<file path="src/hw/rtl/assert_macros.svh">
// ----------------------------------------------------------------------------
// Assertion macros
// Shared concurrent assertion helpers, clocked on clk_i with reset rst_ni.
// ----------------------------------------------------------------------------
`ifndef ASSERT_MACROS_SVH
`define ASSERT_MACROS_SVH

// Checks that a property holds at every clock edge outside reset.
`define ASSERT_PROP(lbl, prop, msg) \
  lbl: assert property (@(posedge clk_i) disable iff (!rst_ni) prop) else $error(msg);

// Checks that a condition never holds outside reset.
`define ASSERT_NEVER(lbl, cond, msg) \
  `ASSERT_PROP(lbl, !(cond), msg)

`endif

</file>
<file path="src/hw/rtl/est_pkg.sv">
// ----------------------------------------------------------------------------
// est_pkg
// Types, constants and the code letter lookup of the escape sequence tokenizer.
// ----------------------------------------------------------------------------
`timescale 1ns / 1ps
`default_nettype none

package est_pkg;

  localparam int ArgBufferBytesDefault = 128;
  localparam int ResultFifoDepth = 4;

  localparam logic [7:0] ChLbrace = 8'h7B;
  localparam logic [7:0] ChRbrace = 8'h7D;
  localparam logic [7:0] ChBslash = 8'h5C;

  typedef enum logic [1:0] {
    MODE_TEXT   = 2'd0,
    MODE_BSLASH = 2'd1,
    MODE_ESC    = 2'd2,
    MODE_ARG    = 2'd3
  } mode_e;

  typedef enum logic [2:0] {
    KIND_TEXT    = 3'd0,
    KIND_ESC     = 3'd1,
    KIND_ARGBYTE = 3'd2,
    KIND_ARGEND  = 3'd3,
    KIND_ABANDON = 3'd4,
    KIND_END     = 3'd5
  } kind_e;

  typedef struct packed {
    kind_e       kind;
    logic [7:0]  char_value;
    logic [4:0]  escape_id;
    logic        last;
  } result_t;

  // Position (1..19) of a code letter in the escape table, zero if unknown.
  function automatic logic [4:0] lookup_code(input logic [7:0] b);
    logic [4:0] id;
    case (b)
      8'h73:   id = 5'd1;   // s
      8'h6E:   id = 5'd2;   // n
      8'h72:   id = 5'd3;   // r
      8'h76:   id = 5'd4;   // v
      8'h6D:   id = 5'd5;   // m
      8'h6F:   id = 5'd6;   // o
      8'h4F:   id = 5'd7;   // O
      8'h64:   id = 5'd8;   // d
      8'h74:   id = 5'd9;   // t
      8'h6C:   id = 5'd10;  // l
      8'h62:   id = 5'd11;  // b
      8'h53:   id = 5'd12;  // S
      8'h75:   id = 5'd13;  // u
      8'h55:   id = 5'd14;  // U
      8'h65:   id = 5'd15;  // e
      8'h34:   id = 5'd16;  // 4
      8'h36:   id = 5'd17;  // 6
      8'h61:   id = 5'd18;  // a
      8'h41:   id = 5'd19;  // A
      default: id = 5'd0;
    endcase
    return id;
  endfunction

endpackage

`default_nettype wire

</file>
<file path="src/hw/rtl/escape_sequence_tokenizer_unit.sv">
// The results of an accepted word are written into the result queue, whose head drives the output.
// Throughput: one input word per cycle while words give at most one result each and the
// output keeps up. A word that gives two results queues both for the single output port
// draining a four-entry result queue; input is taken while two queue slots are free.
// Reset: asynchronous, clears the parse mode, the argument count and the result queue.
// ----------------------------------------------------------------------------
// escape_sequence_tokenizer_unit
// Splits a byte stream into text, escape, argument and end tokens, one byte per word.
// ----------------------------------------------------------------------------
`timescale 1ns / 1ps
`default_nettype none
`include "assert_macros.svh"

module escape_sequence_tokenizer_unit #(
  parameter int ARG_BUFFER_BYTES = est_pkg::ArgBufferBytesDefault
) (
  input  wire logic        clk_i,
  input  wire logic        rst_ni,
  input  wire logic        s_axis_tvalid,
  output logic             s_axis_tready,
  input  wire logic [7:0]  s_axis_tdata,   // data_byte[7:0]
  input  wire logic [0:0]  s_axis_tuser,   // end_mark[0]
  output logic             m_axis_tvalid,
  input  wire logic        m_axis_tready,
  output logic [15:0]      m_axis_tdata,   // char_value[7:0], escape_id[12:8], zero[15:13]
  output logic [2:0]       m_axis_tuser,   // kind[2:0]
  output logic             m_axis_tlast
);

  localparam int CntW = (ARG_BUFFER_BYTES > 2) ? $clog2(ARG_BUFFER_BYTES) : 1;
  localparam logic [CntW-1:0] CntMax = CntW'(ARG_BUFFER_BYTES - 1);
  localparam int Depth = est_pkg::ResultFifoDepth;
  localparam int PtrW = $clog2(Depth);
  localparam int FillW = PtrW + 1;

  est_pkg::mode_e   mode_q, mode_d;
  logic [CntW-1:0]  cnt_q, cnt_d;

  est_pkg::result_t fifo_q [Depth];
  logic [PtrW-1:0]  wr_ptr_q, rd_ptr_q;
  logic [FillW-1:0] fill_q;

  est_pkg::result_t res0, res1;
  logic [1:0]       n_res;
  logic [7:0]       b;
  logic             end_mark;
  logic [4:0]       id;
  logic             in_acc, out_acc;

  assign b        = s_axis_tdata;
  assign end_mark = s_axis_tuser[0];
  assign id       = est_pkg::lookup_code(b);
  assign in_acc   = s_axis_tvalid && s_axis_tready;
  assign out_acc  = m_axis_tvalid && m_axis_tready;

  assign s_axis_tready = (fill_q <= FillW'(Depth - 2));

  always_comb begin
    res0 = '{kind: est_pkg::KIND_TEXT, char_value: 8'd0, escape_id: 5'd0, last: 1'b0};
    res1 = '{kind: est_pkg::KIND_TEXT, char_value: 8'd0, escape_id: 5'd0, last: 1'b1};
    n_res  = 2'd0;
    mode_d = mode_q;
    cnt_d  = cnt_q;
    if (end_mark) begin
      if (mode_q == est_pkg::MODE_ARG) begin
        res0.kind = est_pkg::KIND_ABANDON;
        res1.kind = est_pkg::KIND_END;
        n_res     = 2'd2;
      end else begin
        res0.kind = est_pkg::KIND_END;
        n_res     = 2'd1;
      end
      mode_d = est_pkg::MODE_TEXT;
      cnt_d  = '0;
    end else begin
      case (mode_q)
        est_pkg::MODE_BSLASH: begin
          if (id == 5'd0) begin
            res0.char_value = est_pkg::ChBslash;
            res1.char_value = b;
            n_res  = 2'd2;
            mode_d = est_pkg::MODE_TEXT;
          end else begin
            res0.kind      = est_pkg::KIND_ESC;
            res0.escape_id = id;
            n_res  = 2'd1;
            mode_d = est_pkg::MODE_ESC;
          end
        end
        est_pkg::MODE_ARG: begin
          if (b == est_pkg::ChRbrace) begin
            res0.kind = est_pkg::KIND_ARGEND;
            n_res  = 2'd1;
            mode_d = est_pkg::MODE_TEXT;
            cnt_d  = '0;
          end else if (cnt_q < CntMax) begin
            res0.kind       = est_pkg::KIND_ARGBYTE;
            res0.char_value = b;
            n_res = 2'd1;
            cnt_d = cnt_q + CntW'(1);
          end
        end
        default: begin
          if (mode_q == est_pkg::MODE_ESC && b == est_pkg::ChLbrace) begin
            mode_d = est_pkg::MODE_ARG;
            cnt_d  = '0;
          end else if (b == est_pkg::ChBslash) begin
            mode_d = est_pkg::MODE_BSLASH;
          end else begin
            res0.char_value = b;
            n_res  = 2'd1;
            mode_d = est_pkg::MODE_TEXT;
          end
        end
      endcase
    end
    res0.last = (n_res == 2'd1);
  end

  always_ff @(posedge clk_i or negedge rst_ni) begin
    if (!rst_ni) begin
      mode_q <= est_pkg::MODE_TEXT;
      cnt_q  <= '0;
    end else if (in_acc) begin
      mode_q <= mode_d;
      cnt_q  <= cnt_d;
    end
  end

  logic [1:0] n_push;
  assign n_push = in_acc ? n_res : 2'd0;

  always_ff @(posedge clk_i) begin
    if (n_push != 2'd0) begin
      fifo_q[wr_ptr_q] <= res0;
    end
    if (n_push == 2'd2) begin
      fifo_q[wr_ptr_q + PtrW'(1)] <= res1;
    end
  end

  always_ff @(posedge clk_i or negedge rst_ni) begin
    if (!rst_ni) begin
      wr_ptr_q <= '0;
      rd_ptr_q <= '0;
      fill_q   <= '0;
    end else begin
      wr_ptr_q <= wr_ptr_q + PtrW'(n_push);
      rd_ptr_q <= rd_ptr_q + PtrW'(out_acc);
      fill_q   <= fill_q + FillW'(n_push) - FillW'(out_acc);
    end
  end

  assign m_axis_tvalid = (fill_q != '0);
  assign m_axis_tdata  = {3'b000, fifo_q[rd_ptr_q].escape_id, fifo_q[rd_ptr_q].char_value};
  assign m_axis_tuser  = fifo_q[rd_ptr_q].kind;
  assign m_axis_tlast  = fifo_q[rd_ptr_q].last;

  `ASSERT_NEVER(a_fill_bound, fill_q > FillW'(Depth), "result queue overfilled")
  `ASSERT_NEVER(a_cnt_bound, cnt_q > CntMax, "argument count beyond limit")
  `ASSERT_PROP(a_end_resets, in_acc && end_mark |=> mode_q == est_pkg::MODE_TEXT && cnt_q == '0, "end of stream did not return to text mode")
  `ASSERT_PROP(a_push_shows, in_acc && n_res != 2'd0 |=> m_axis_tvalid, "pushed result not presented")

endmodule

`default_nettype wire

</file>
<file path="config.mk">
export PLATFORM = sky130hd
export DESIGN_NAME = escape_sequence_tokenizer_unit
export DESIGN_NICKNAME = d
export VERILOG_FILES = /design/src/hw/rtl/est_pkg.sv /design/src/hw/rtl/escape_sequence_tokenizer_unit.sv
export VERILOG_INCLUDE_DIRS = /design/src /design/src/hw/rtl
export SDC_FILE = /design/constraint.sdc
export NUM_CORES = 1
export LEC_CHECK = 0
export ABC_AREA = 1
export BUFFER_PORTS_ARGS = -buffer_cell sky130_fd_sc_hd__buf_2
export CAP_MARGIN = 20
export CORE_MARGIN = 5
export CORE_UTILIZATION = 29
export CTS_CLUSTER_DIAMETER = 50
export DETAILED_ROUTE_END_ITERATION = 8
export SYNTH_ARGS = -nofsm -noshare
export SYNTH_HDL_FRONTEND = slang
export SYNTH_SLANG_ARGS = --single-unit
</file>
<file path="constraint.sdc">
create_clock -name clk_i -period 2.28 [get_ports clk_i]
set_input_delay 0.228 -clock clk_i [delete_from_list [all_inputs] [get_ports clk_i]]
set_output_delay 0.228 -clock clk_i [all_outputs]
set_load 0.03 [all_outputs]
</file>
Word-level counts from Yosys, hierarchy flattened
Memory sizes are Yosys's and may differ from the RTL's.
Cells that the tools add are included.
{ "word_totals": {"mem_count": 1, "wordCells": 97, "input_bits": 13, "register_bits": 16, "ram_bits": 68, "out_inout_bits": 22} }
{ "mem_list": {"columns": ["memory", "depth", "word_bits", "rd", "rd_ports_with_merged_regs", "write_ports", "line", "text"], "rows": [
  ["fifo_q", 4, 17, 1, 0, 2, "escape_sequence_tokenizer_unit.sv:39", "est_pkg::result_t fifo_q [Depth];"]
]} }
{ "op_classes": {"n_reduce_logical": 9, "add_sub_neg": 6, "n_eq_ne": 30, "mux": 44, "magnitude_cmp": 2} }
{ "op_table": {"columns": ["cell", "n"], "rows": [
  ["== test 8 x 7 -> 1 bit (second input constant)", 20],
  ["one-hot mux 5 bit (19 select lines)", 1],
  ["2-to-1 mux 8 bit", 6],
  ["2-to-1 mux 7 bit", 5],
  ["2-to-1 mux 2 bit", 10],
  ["== test 8 x 6 -> 1 bit (second input constant)", 2],
  ["one-hot mux 8 bit (2 select lines)", 1],
  ["one-hot mux 7 bit (2 select lines)", 1],
  ["2-to-1 mux 13 bit", 1],
  ["2-to-1 mux 1 bit", 10],
  ["2-to-1 mux 10 bit", 1],
  ["2-to-1 mux 5 bit", 2],
  ["2-to-1 mux 3 bit", 3],
  ["one-hot mux 2 bit (2 select lines)", 2],
  ["adder 7 x 1 -> 7 bit (second input constant)", 1],
  ["less-than comparator 7 bit (second input constant)", 1],
  ["== test 2 bit (second input constant)", 3],
  ["one-hot mux 3 bit (2 select lines)", 1],
  ["nonzero test 3 bit", 2],
  ["logical NOT 5 bit", 1],
  ["== test 2 x 1 -> 1 bit (second input constant)", 2],
  ["!= test 4 x 2 -> 1 bit (second input constant)", 1],
  ["AND reduction 4 bit", 1],
  ["adder 3 x 2 -> 3 bit", 1],
  ["other kinds (10)", 12]
]} }

Depth between registers and ports, before layout
Gate-level depths: netlist (run 1).
{ "depth": {"ltp_word": 10, "ltp_mapped": 16} }

Worst setup path after synthesis (run 1)
Ideal clock, no wire load.
{ "synth_path": {"path_kind": "register -> register", "start": "register fill_q[1]", "end": "register fill_q[2]", "path_stages_with_launch": 10, "required_time_ps": 2157, "setup_ps": 123, "slack_ps": -287, "arrival_time_ps": 2445, "path_cell_list": "dfrtp_1 a21oi_1 nand2_1 clkinv_1 nand3_4 ha_1 inv_1 ha_1 fa_1 xnor2_1"} }
{ "synth_between": {"elab_chain_len": 5} }
{ "synth_rtl": {"columns": ["element", "line", "text"], "rows": [
  ["start, declared", "escape_sequence_tokenizer_unit.sv:41", "logic [FillW-1:0] fill_q;"],
  ["start signal, assigned", "escape_sequence_tokenizer_unit.sv:150", "fill_q <= fill_q + FillW'(n_push) - FillW'(out_acc);"],
  ["<= comparator 3 x 2 -> 1 bit", "escape_sequence_tokenizer_unit.sv:56", "assign s_axis_tready = (fill_q <= FillW'(Depth - 2));"],
  ["net s_axis_tready", "escape_sequence_tokenizer_unit.sv:20", "output logic s_axis_tready,"],
  ["logical AND 1 bit", "escape_sequence_tokenizer_unit.sv:53", "assign in_acc = s_axis_tvalid && s_axis_tready;"],
  ["2-to-1 mux 2 bit", "escape_sequence_tokenizer_unit.sv:131", "assign n_push = in_acc ? n_res : 2'd0;"],
  ["adder 3 x 2 -> 3 bit", "escape_sequence_tokenizer_unit.sv:150", null],
  ["subtractor 3 x 1 -> 3 bit", "escape_sequence_tokenizer_unit.sv:150", null]
]} }
The timed path passes the listed nets, and every way through them passes these cells.
A chain may end at the register's enable or synchronous reset.

Final worst setup path (run 1)
{ "layout_path": {"start": "register cnt_q[2]", "end": "register fill_q[1]"} }
{ "layout_between": {"elab_chain_len": 8} }
{ "layout_rtl": {"columns": ["element", "line", "text"], "rows": [
  ["start, declared", "escape_sequence_tokenizer_unit.sv:37", "logic [CntW-1:0] cnt_q, cnt_d;"],
  ["start signal, assigned", "escape_sequence_tokenizer_unit.sv:126", "cnt_q <= cnt_d;"],
  ["less-than comparator 7 bit", "escape_sequence_tokenizer_unit.sv:96", "end else if (cnt_q < CntMax) begin"],
  ["2-to-1 mux 1 bit", "escape_sequence_tokenizer_unit.sv:96", null],
  ["2-to-1 mux 2 bit", "escape_sequence_tokenizer_unit.sv:91", "if (b == est_pkg::ChRbrace) begin"],
  ["one-hot mux 2 bit (2 select lines)", "escape_sequence_tokenizer_unit.sv:76", "case (mode_q)"],
  ["2-to-1 mux 2 bit", "escape_sequence_tokenizer_unit.sv:64", "if (end_mark) begin"],
  ["2-to-1 mux 2 bit", "escape_sequence_tokenizer_unit.sv:131", null],
  ["adder 3 x 2 -> 3 bit", "escape_sequence_tokenizer_unit.sv:150", null],
  ["subtractor 3 x 1 -> 3 bit", "escape_sequence_tokenizer_unit.sv:150", null]
]} }
No other way between the ends.

==> flow_summary_export.csv, run 1 <==
group,metric,value,unit
detailed_routing,drt-total-wl,14.0,mm
pwr,ir_drop,394,uV
detailed_routing,wl_per_cell,14.7,um
cts,clk_latency,0.35,ns
synthesis,synth_edf_count,40,
cts,clock-sinks,84,
detailed_routing,drt_first_pass_iters,4,
floorplanning,core-area,16600,um^2
floorplanning,chipHeight,140,um
worst_setup_path,crit_chain,"nand3_2, nor2_4, nand2_2, nor2_4, nand2_2, nand2_1, nand2_1, nor2_2, nand2_4, nand3_4, ha_4, inv_2, ha_4, fa_2",
synthesis,yosys-top-cells-area,"edfxtp_1, dfxtp_1, nor2_1",
pwr,pwr-share-seq,32.0,%
cts,cts_root_buf,"clkbuf_16",
detailed_routing,postRouteAntennaNets,0,
sta,fmax,0.443,GHz
synthesis,synth-seq-area-share,44.1,%
pwr,power_frac_comb,46.2,%
synthesis,synth.ff_latch_count,84,
detailed_routing,num_vias,4544,
sta,holdWs,0.281,ns
worst_setup_path,reg2reg_from,"cnt_q[2]",
sta,setup_viol,0,
flow_run,max_cap_viol_count,0,
finish,drive_gt1_share,30.2,%
pwr,p_per_area,1110,nW/um^2
worst_setup_path,crit_path_max_fanout,3,
detailed_routing,avgViaCountPerCell,4.76,
synthesis,synth_flop_cell,"edfxtp_1",
place,dpl.hpwl,10.7,mm
sta,finalClockSkew,0.0123,ns
finish,final_nets,749,
synthesis,async_flop_share,19.0,%
hold_path,hold-path-endpoint,"mode_q[0]",
detailed_routing,drt_iter0_markers,250,
pwr,p_sw,2.99,mW
place,io_buffers,31,
pwr,internal_power,4.11,mW
finish,regArea,2160,um^2
hold_path,min_path_cells,4,
cts,clockBufferDepth,2,
outcome,status,"complete, no violations",
sta,hold_violations,0,
finish,utilization,38.7,%
grt,grt_pass1_wl,22.8,mm
grt,grt_pass1_vias,4335,
worst_setup_path,cpPeakStageDelay,0.43,ns
synthesis,synth_cell_types,44,
grt,grtUsageTotal,14.6,%
sta,fin_crit,2.26,ns
place,gp_congestion,0.880,
cts,cts_buffers,9,
synthesis,synth_cells,610,
synthesis,yosysTopAreaCell,"edfxtp_1",
worst_setup_path,cp.required,2.50,ns
hold_path,hold_start,"s_axis_tuser",
worst_setup_path,reg2reg_to,"fill_q[1]",
place,postPlaceCellArea,5900,um^2
worst_setup_path,critical_path_class,"flip-flop to flip-flop",
sta,finalCritPeriodShare,99.0,%
grt,antenna_found_initial,0,
floorplanning,start_util,29.6,%
worst_setup_path,worstSetupEndpointType,"flip-flop",
pwr,swShare,42.1,%
finish,multiInputGateArea,2500,um^2
hold_path,hold_path_class,"primary input to flip-flop",
finish,nFillCells,1720,
floorplanning,die_w,140,um
finish,diodes,0,
sta,max_slew_margin,64.1,%
cts,cts_tree,"built",
floorplanning,num_rows,47,
worst_setup_path,critPathArrivalTime,2.48,ns
cts,htreeDepth,3,
synthesis,syn_area,4910,um^2
pwr,power,7.10,mW
sta,slew_viol_final,0,
synthesis,synth_top_area_share,24.5,%
synthesis,synth_warnings,0,
detailed_routing,drc,0,
worst_setup_path,r2r_setup_slack,0.02,ns
cts,path_clk_slew,0.07,ns
worst_setup_path,worstSetupStartpointType,"flip-flop",
finish,final_area,6410,um^2
floorplanning,ios,35,
pwr,power.share.clock,21.8,%
grt,grt-ovfl-total,0,
finish,synthToLayoutAreaGrowth,30.7,%
worst_setup_path,crit_path_top_delay_cell,"fa_2",
synthesis,syn_avg_cell_area,8.04,um^2
worst_setup_path,reg2reg_depth,14,
pwr,p_leak,2.88,nW
floorplanning,dieArea,19600,um^2
sta,tightestPinTransition,0.533,ns
sta,rsz0062_at_grt,"true",
grt,grt_start_max_net_pins,36,
-- routing by layer --
metal  GRT usage [%]  up-vias  share of wire [%]
met5               0        -                  0
met4            5.81        0                2.0
met3            2.22       24                3.3
met2            23.0       96                 47
met1            20.3     2106                 48
li1                -     2318                  -
-- area by class of cell --
cell class	count	area share (%)
Multi-Input combinational cell	454	39.1
Sequential cell	84	33.7
Clock buffer	14	4.78
Inverter	51	3.06
Clock inverter	2	0.176
Timing Repair Buffer	129	14.9
Tap cell	220	4.29
-- power groups by stage --
stage | clock, mW | combinational (mW) | sequential [mW]
2_1_floorplan | 0 | 2.21 | 2.23
3_3_place_gp | 0 | 3.14 | 2.27
3_5_place_dp | 0 | 3.18 | 2.29
4_1_cts | 1.58 | 3.18 | 2.25
5_1_grt | 1.65 | 3.62 | 2.33
6_report | 1.55 | 3.28 | 2.27
-- per-stage QoR --
step / setup TNS [ns] / setup WS [ns] / instances
final: 0 / 0.0218 / 954
after global routing: -1.36 / -0.0862 / 954
after CTS: 0 / 0.00530 / 947
after detailed placement: -0.848 / -0.155 / 930
after global placement: -0.362 / -0.0868 / 930
after floorplan: 0 / 0.00351 / 612
-- flip-flops by register name (all words and copies together) (netlist names) --
register and flops:
fifo_q 68, cnt_q 7, fill_q 3, mode_q 2, rd_ptr_q 2, wr_ptr_q 2
-- cells in the mapped netlist (2+ instances only) --
cell        n
o21ai_1     4
clkbuf_1   11
nand2_1    99
inv_1      39
nand2_2     8
a21oi_1     9
nor2_1    125
o31ai_1     8
ha_1        6
buf_4       3
a31oi_1     4
inv_2      10
o22ai_1    34
nand2_4     6
xnor2_1     3
a21oi_2     2
nor2_2      9
nor2_4      3
dfxtp_1    28
nand2_8     2
nand4_1     5
xor2_1      2
edfxtp_1   40
o22ai_2    10
buf_6       8
nand3_2     4
o21ai_0    44
nor3_1      7
nand3_1    45
dfrtp_1    16
o21a_1      3
-- cells in the final DEF (no fill, tap or decap), types with 2 or more instances in the layout --
master	count
buf_12	3
a21oi_2	2
nand3_1	44
nor3_1	7
o21ai_0	44
ha_1	4
clkbuf_16	11
conb_1	3
nor2_4	7
buf_4	87
inv_2	12
a21oi_1	8
nand2_1	97
a31oi_1	4
buf_2	31
o22ai_2	10
dfxtp_1	28
xor2_1	2
inv_1	37
o21ai_1	2
o21a_1	3
o21ai_2	2
o31ai_1	8
nand2_4	6
nor2_1	116
edfxtp_1	40
nand4_1	5
dfrtp_1	16
nand3_2	5
xnor2_1	3
nand2_2	10
clkbuf_8	2
ha_4	2
buf_6	7
nand2_8	2
o22ai_1	34
nor2_2	14
-- worst max-delay path: cells and delay by family (launching register included) --
kind                       cells  cell delay (ns)
and+or+nand+nor               10             0.93
adders and majority gates      3             0.75
DFF                            1             0.38
buffers and inverters          1             0.06
-- worst max-delay path by stage --
stage                      to  slack (ns)            start  cells after the start
floorplan           fill_q[2]       0.004         cnt_q[0]                     15
global placement    fill_q[2]       -0.09  s_axis_tdata[7]                     16
detailed placement  fill_q[2]       -0.16  s_axis_tdata[7]                     16
CTS                 fill_q[1]       0.005         cnt_q[2]                     14
global route        fill_q[1]       -0.09         cnt_q[1]                     14
finish              fill_q[1]        0.02         cnt_q[2]                     14
-- cell families (layout without fill, tap and decap cells) --
family	count (synthesis)	count (layout)	share of synthesized area [%]
buffers and inverters	74	196	7.22
XOR/XNOR	5	5	0.893
AO/OA/AOI/OAI	122	122	15.9
multiplexers	1	1	0.229
other	1	3	0.0764
flip-flops	84	84	44.1
adder cells (fa/ha/maj)	7	7	1.94
AND/OR/NAND/NOR	316	316	29.7
-- what timing repair did --
action	in CTS	in global routing
buffers inserted	0	7
hold endpoints to repair	16	0
resized for setup	2	30
endpoints found under the setup margin	15	18
hold buffers	1	0
pin swaps	0	12
No activity file was read; power rests on OpenSTA's default activity.
==> run 2, diff against run 1 <==
==> constraint.sdc (replaced) <==
create_clock -name clk_i -period 2.28 [get_ports clk_i]
set_input_delay 0.456 -clock clk_i [delete_from_list [all_inputs] [get_ports clk_i]]
set_output_delay 0.456 -clock clk_i [all_outputs]
set_load 0.03 [all_outputs]
==> run 2 against run 1 <==
Worst hold slack got worse by 0.27 ns. Non-clock buffer count up 4. Final cell count increased by 0.42%. Largest cell class unchanged. Register-to-register slack better by 0.07 ns. Clock skew is 0.0055 ns lower. Sequential cell count stayed put. Core utilization is 0.060 points lower. Largest power group unchanged.
==> flow_summary_export.csv, run 2 (synthesis results as in run 1) <==
group,metric,value,unit
finish,final_cell_mix,"nor2_1, buf_4, nand2_1",
worst_setup_path,worstSetupEndpointType,"flip-flop",
sta,finalClockSkew,0.00683,ns
worst_setup_path,crit_path_max_fanout,3,
finish,top_register,"fifo_q",
pwr,power,6.95,mW
sta,slew_viol_final,0,
grt,grt_start_max_net_pins,23,
floorplanning,die_w,140,um
cts,clk_latency,0.35,ns
floorplanning,chipHeight,140,um
place,dp_slack,-0.282,ns
worst_setup_path,critPathArrivalTime,2.41,ns
pwr,p_leak,2.88,nW
worst_setup_path,reg2reg_depth,14,
cts,path_clk_slew,0.06,ns
place,gp_congestion,0.885,
cts,clockBufferDepth,2,
grt,grt-ovfl-total,0,
cts,cts_root_buf,"clkbuf_16",
floorplanning,core-area,16600,um^2
grt,grt_pass1_vias,4375,
worst_setup_path,cp.required,2.50,ns
finish,instances_no_fill,958,
cts,cts_tree,"built",
worst_setup_path,crit_path_top_delay_cell,"fa_2",
grt,grtUsageTotal,14.4,%
worst_setup_path,critPathBufInv,1,
pwr,p_per_area,1090,nW/um^2
detailed_routing,wl_met2,6.34,mm
sta,tightestPinTransition,0.519,ns
sta,finalCritPeriodShare,95.9,%
worst_setup_path,cpPeakStageDelay,0.43,ns
cts,cts_buffers,9,
sta,fmax,0.458,GHz
finish,layout_commonest_cell,"nor2_1",
finish,final_nets,753,
flow_run,max_cap_viol_count,0,
detailed_routing,drt_first_pass_iters,5,
detailed_routing,drt_iter0_markers,360,
sta,fin_crit,2.19,ns
outcome,status,"complete, no violations",
finish,synthToLayoutAreaGrowth,30.5,%
worst_setup_path,critical_path_class,"flip-flop to flip-flop",
worst_setup_path,crit_chain,"nand3_2, nor2_4, nand2_2, nor2_4, nand2_2, nand2_2, nand2_2, nor2_4, nand2_4, nand3_4, ha_4, inv_2, ha_4, fa_2",
sta,max_slew_margin,65.1,%
floorplanning,start_util,29.6,%
sta,setup_viol,0,
finish,final_area,6400,um^2
grt,antenna_found_initial,0,
floorplanning,num_rows,47,
hold_path,hold_path_class,"primary input to asynchronous set/reset pin",
detailed_routing,wl_per_cell,14.6,um
place,io_buffers,31,
detailed_routing,maxUsedRoutingLayer,"met4",
detailed_routing,drt-total-wl,13.9,mm
place,dpl.cell_count,936,
place,dpl.hpwl,10.8,mm
floorplanning,ios,35,
finish,largest_reg_flops,68,
sta,fin_setup_tns,0,ns
finish,diodes,0,
finish,top_regs,"fifo_q x68, cnt_q x7, fill_q x3",
pwr,ir_drop,394,uV
worst_setup_path,cp.depth,14,
worst_setup_path,cpLargestDelayFamily,"simple AND/OR/NAND/NOR gates",
cts,htreeDepth,3,
detailed_routing,wl_met3,601,um
detailed_routing,avgViaCountPerCell,4.76,
floorplanning,dieArea,19600,um^2
detailed_routing,num_vias,4557,
worst_setup_path,crit_top_cell,"nand2_2",
detailed_routing,postRouteAntennaNets,0,
worst_setup_path,worstSetupStartpointType,"flip-flop",
sta,setup_ws,0.0943,ns
cts,clock-sinks,84,
detailed_routing,drt-met1-wl,6.67,mm
detailed_routing,drc,0,
place,postPlaceCellArea,6010,um^2
finish,drive_gt1_share,30.9,%
grt,grt_pass1_wl,22.5,mm
sta,hold_violations,0,
==> run 2: path summary, 6_finish.rpt <==
check	from	to	slack, ns
max	cnt_q[1]	fill_q[1]	0.09
min	rst_ni	cnt_q[3]	0.01
max reg2reg	cnt_q[1]	fill_q[1]	0.09
min reg2reg	fifo_q[2][0]	fifo_q[2][0]	0.46
max in group asynchronous	rst_ni	wr_ptr_q[0]	2.00
min in group clk_i	fifo_q[2][0]	fifo_q[2][0]	0.46
==> run 2: timing repair <==
action,4_1_cts,5_1_grt
hold buffers,0,0
endpoints found under the hold margin,0,0
endpoints found under the setup margin,0,104
resized for setup,0,14
buffers inserted,0,6
==> run 2: power breakdown <==
part | switching [mW] | total (mW) | internal, mW
Sequential | 0.213 | 2.25 | 2.04
Clock | 0.608 | 1.45 | 0.839
Combinational | 2.12 | 3.25 | 1.14
Total | 2.94 | 6.95 | 4.01
==> run 2: area by class of cell <==
type	instances	area (um^2)
clock inverters	4	28.8
clock buffers	12	268
flip-flops and latches	84	2160
inverters	51	213
repair buffers	133	946
well taps	220	275
multi-input cells	454	2510
fillers	1730	10200
==> run 2: metal layers <==
metal  global-route usage (%)  up-vias
li1                         -     2321
met1                     19.5     2098
met2                     22.7      112
met3                     2.56       26
met4                     6.07        0
met5                        0        -
==> run 2: through the flow <==
step	hold WS (ns)	util [%]
6_report	0.0127	38.6
5_1_grt	0.0392	38.6
4_1_cts	0.0193	38.1
3_5_place_dp	0.399	36.3
3_3_place_gp	0.396	36.3
2_1_floorplan	0.160	-
==> run 3, diff against run 2 <==
--- a/config.mk
+++ b/config.mk
@@ -6,7 +6,6 @@
 export SDC_FILE = /design/constraint.sdc
 export NUM_CORES = 1
 export LEC_CHECK = 0
-export ABC_AREA = 1
 export BUFFER_PORTS_ARGS = -buffer_cell sky130_fd_sc_hd__buf_2
 export CAP_MARGIN = 20
 export CORE_MARGIN = 5
==> run 3 against run 2 <==
The run now ends with negative setup slack left. Via count shrank 11%. Total power shrank 22%. Clock power grew 10%. Non-clock buffer count grew 8. Sequential power shrank 14%. Core utilization grew 0.36 points. First-iteration DRC count shrank 12%. Synthesized cell count shrank 24%. Routed wire length shrank 3.3%. Critical path depth shrank 2.
==> flow_summary_export.csv, run 3 <==
group,metric,value,unit
detailed_routing,drc,0,
synthesis,async_flop_share,19.0,%
pwr,ir_drop,321,uV
cts,clockBufferDepth,2,
floorplanning,num_rows,47,
detailed_routing,avgViaCountPerCell,5.08,
floorplanning,chipHeight,140,um
synthesis,synth.ff_latch_count,84,
synthesis,synth_flop_cell,"edfxtp_1",
floorplanning,start_util,29.5,%
finish,drive_gt1_share,38.0,%
sta,tightestPinTransition,0.539,ns
flow_run,max_cap_viol_count,0,
detailed_routing,drt_iter0_markers,317,
worst_setup_path,reg2reg_from,"cnt_q[4]",
cts,cts_root_buf,"clkbuf_16",
cts,path_clk_slew,0.06,ns
sta,max_slew_margin,64.1,%
synthesis,yosysTopAreaCell,"edfxtp_1",
outcome,status,"complete, but fails checks",
finish,diodes,0,
synthesis,synth_cell_types,77,
finish,top_register,"fifo_q",
floorplanning,core-area,16500,um^2
hold_path,hold_path_class,"primary input to asynchronous set/reset pin",
worst_setup_path,worstSetupStartpointType,"primary input",
sta,setup_viol,12,
detailed_routing,postRouteAntennaNets,0,
place,dpl.hpwl,10.3,mm
pwr,p_leak,2.54,nW
worst_setup_path,worstSetupEndpointType,"flip-flop",
cts,cts_buffers,9,
pwr,power,5.45,mW
synthesis,synthTopCellsByCount,"nand2_1, edfxtp_1, dfxtp_1, nor2_1, a21oi_1",
cts,postCtsHoldBufs,0,
sta,fin_crit,2.47,ns
floorplanning,ios,35,
cts,cts_tree,"built",
finish,synthToLayoutAreaGrowth,32.3,%
detailed_routing,num_vias,4073,
grt,grtUsageTotal,14.4,%
sta,fmax,0.405,GHz
sta,hold_violations,0,
cts,clock-sinks,84,
worst_setup_path,r2r_setup_slack,-0.18,ns
grt,grt-ovfl-total,0,
outcome,violations,"negative setup slack",
detailed_routing,drt_first_pass_iters,5,
worst_setup_path,reg2reg_depth,12,
finish,final_cell_mix,"buf_4, nand2_1, edfxtp_1",
worst_setup_path,cp.required,2.51,ns
worst_setup_path,critical_path_class,"primary input to flip-flop",
synthesis,synth_edf_count,40,
detailed_routing,drt-total-wl,13.5,mm
place,gp_congestion,0.842,
floorplanning,die_w,140,um
cts,htreeDepth,3,
grt,antenna_found_initial,0,
finish,largest_reg_flops,68,
synthesis,yosys.cell_count.top_type,"nand2_1",
sta,finalCritPeriodShare,108,%
finish,instances_no_fill,802,
synthesis,synth_top_area_share,24.7,%
synthesis,syn_area,4870,um^2
grt,grt_pass1_vias,4200,
grt,grt_pass1_wl,22.3,mm
grt,grt_start_max_net_pins,19,
sta,setup_ws,-0.188,ns
floorplanning,dieArea,19500,um^2
synthesis,synth-seq-area-share,44.4,%
worst_setup_path,critPathArrivalTime,2.70,ns
finish,final_nets,597,
finish,top_regs,"fifo_q x68, cnt_q x7, fill_q x3",
cts,clk_latency,0.35,ns
sta,slew_viol_final,0,
pwr,p_per_area,846,nW/um^2
place,dpl.cell_count,785,
finish,layout_commonest_cell,"buf_4",
synthesis,synth_cells,462,
synthesis,syn_avg_cell_area,10.5,um^2
synthesis,synth_warnings,0,
sta,finalClockSkew,0.00637,ns
place,io_buffers,31,
worst_setup_path,reg2reg_to,"fill_q[2]",
synthesis,yosys-top-cells-area,"edfxtp_1, dfxtp_1, dfrtp_1",
detailed_routing,wl_per_cell,16.8,um
worst_setup_path,crit_path_max_fanout,8,
sta,rsz0062_at_grt,"true",
-- run 3: worst max path at each step --
stage | from | endpoint | cells after the start
after detailed placement | s_axis_tdata[3] | fill_q[2] | 13
after global placement | s_axis_tdata[1] | fill_q[2] | 14
after CTS | cnt_q[4] | fill_q[2] | 12
after global routing | cnt_q[4] | fill_q[2] | 12
after floorplan | s_axis_tdata[5] | fill_q[2] | 12
final | s_axis_tdata[3] | fill_q[2] | 12
-- run 3: cells by family (layout without fill, tap and decap cells) --
group | after synthesis | count (layout) | share of synthesized area, %
other | 1 | 3 | 0.0770
AND/OR/NAND/NOR | 186 | 186 | 20.3
buffers and inverters | 48 | 166 | 5.76
adder cells (fa/ha/maj) | 7 | 7 | 1.95
XOR/XNOR | 8 | 8 | 1.44
flip-flops | 84 | 84 | 44.4
AO/OA/AOI/OAI | 108 | 108 | 17.6
multiplexers | 20 | 20 | 8.48
-- run 3: what timing repair did --
action / 4_1_cts / 5_1_grt
setup endpoints to repair: 18 / 18
pin swaps: 5 / 2
gates resized for setup: 19 / 1
buffers inserted: 0 / 1
-- run 3: layout make-up --
cell class,instances,area (um^2)
Inverter,9,33.8
Clock inverter,4,42.5
Fill cell,1594,10100
Sequential cell,84,2160
Multi-Input combinational cell,332,2530
Tap cell,220,275
Clock buffer,12,300
Timing Repair Buffer,141,1090
-- run 3: through the flow --
step	hold slack [ns]	util [%]	setup TNS, ns	cell area (um^2)	worst slack [ns]
global route	0.0442	39.0	-2.24	6440	-0.282
finish	0.0296	39.0	-0.448	6440	-0.188
CTS	0.0303	38.9	-1.03	6430	-0.176
floorplan	0.160	-	-1.72	4920	-0.498
global placement	0.392	36.3	-14.05	6000	-0.625
detailed placement	0.407	36.3	-16.11	6000	-0.693
-- run 3: where the power goes --
| group | leakage (nW) | switching (mW) | internal [mW] |
|---|---|---|---|
| sequential | 0.830 | 0.155 | 1.77 |
| clock | 0.168 | 0.647 | 0.957 |
| combinational | 1.54 | 1.07 | 0.853 |
-- run 3: routing by layer --
metal,vias up,GRT usage [%],part of all wire [%]
met5,-,0,0
met4,0,4.23,1.8
met3,21,3.29,5.5
met2,129,23.3,47
met1,1972,19.2,45
li1,1951,-,-
-- run 3: critical path, stage by stage --
cell,delay (ns)
buf_2,0.17
and2b_2,0.28
nand4b_1,0.14
buf_4,0.15
o221ai_2,0.13
o31ai_4,0.27
nand2_2,0.09
ha_1,0.28
inv_1,0.06
fa_2,0.40
xnor2_2,0.15
xnor2_1,0.12
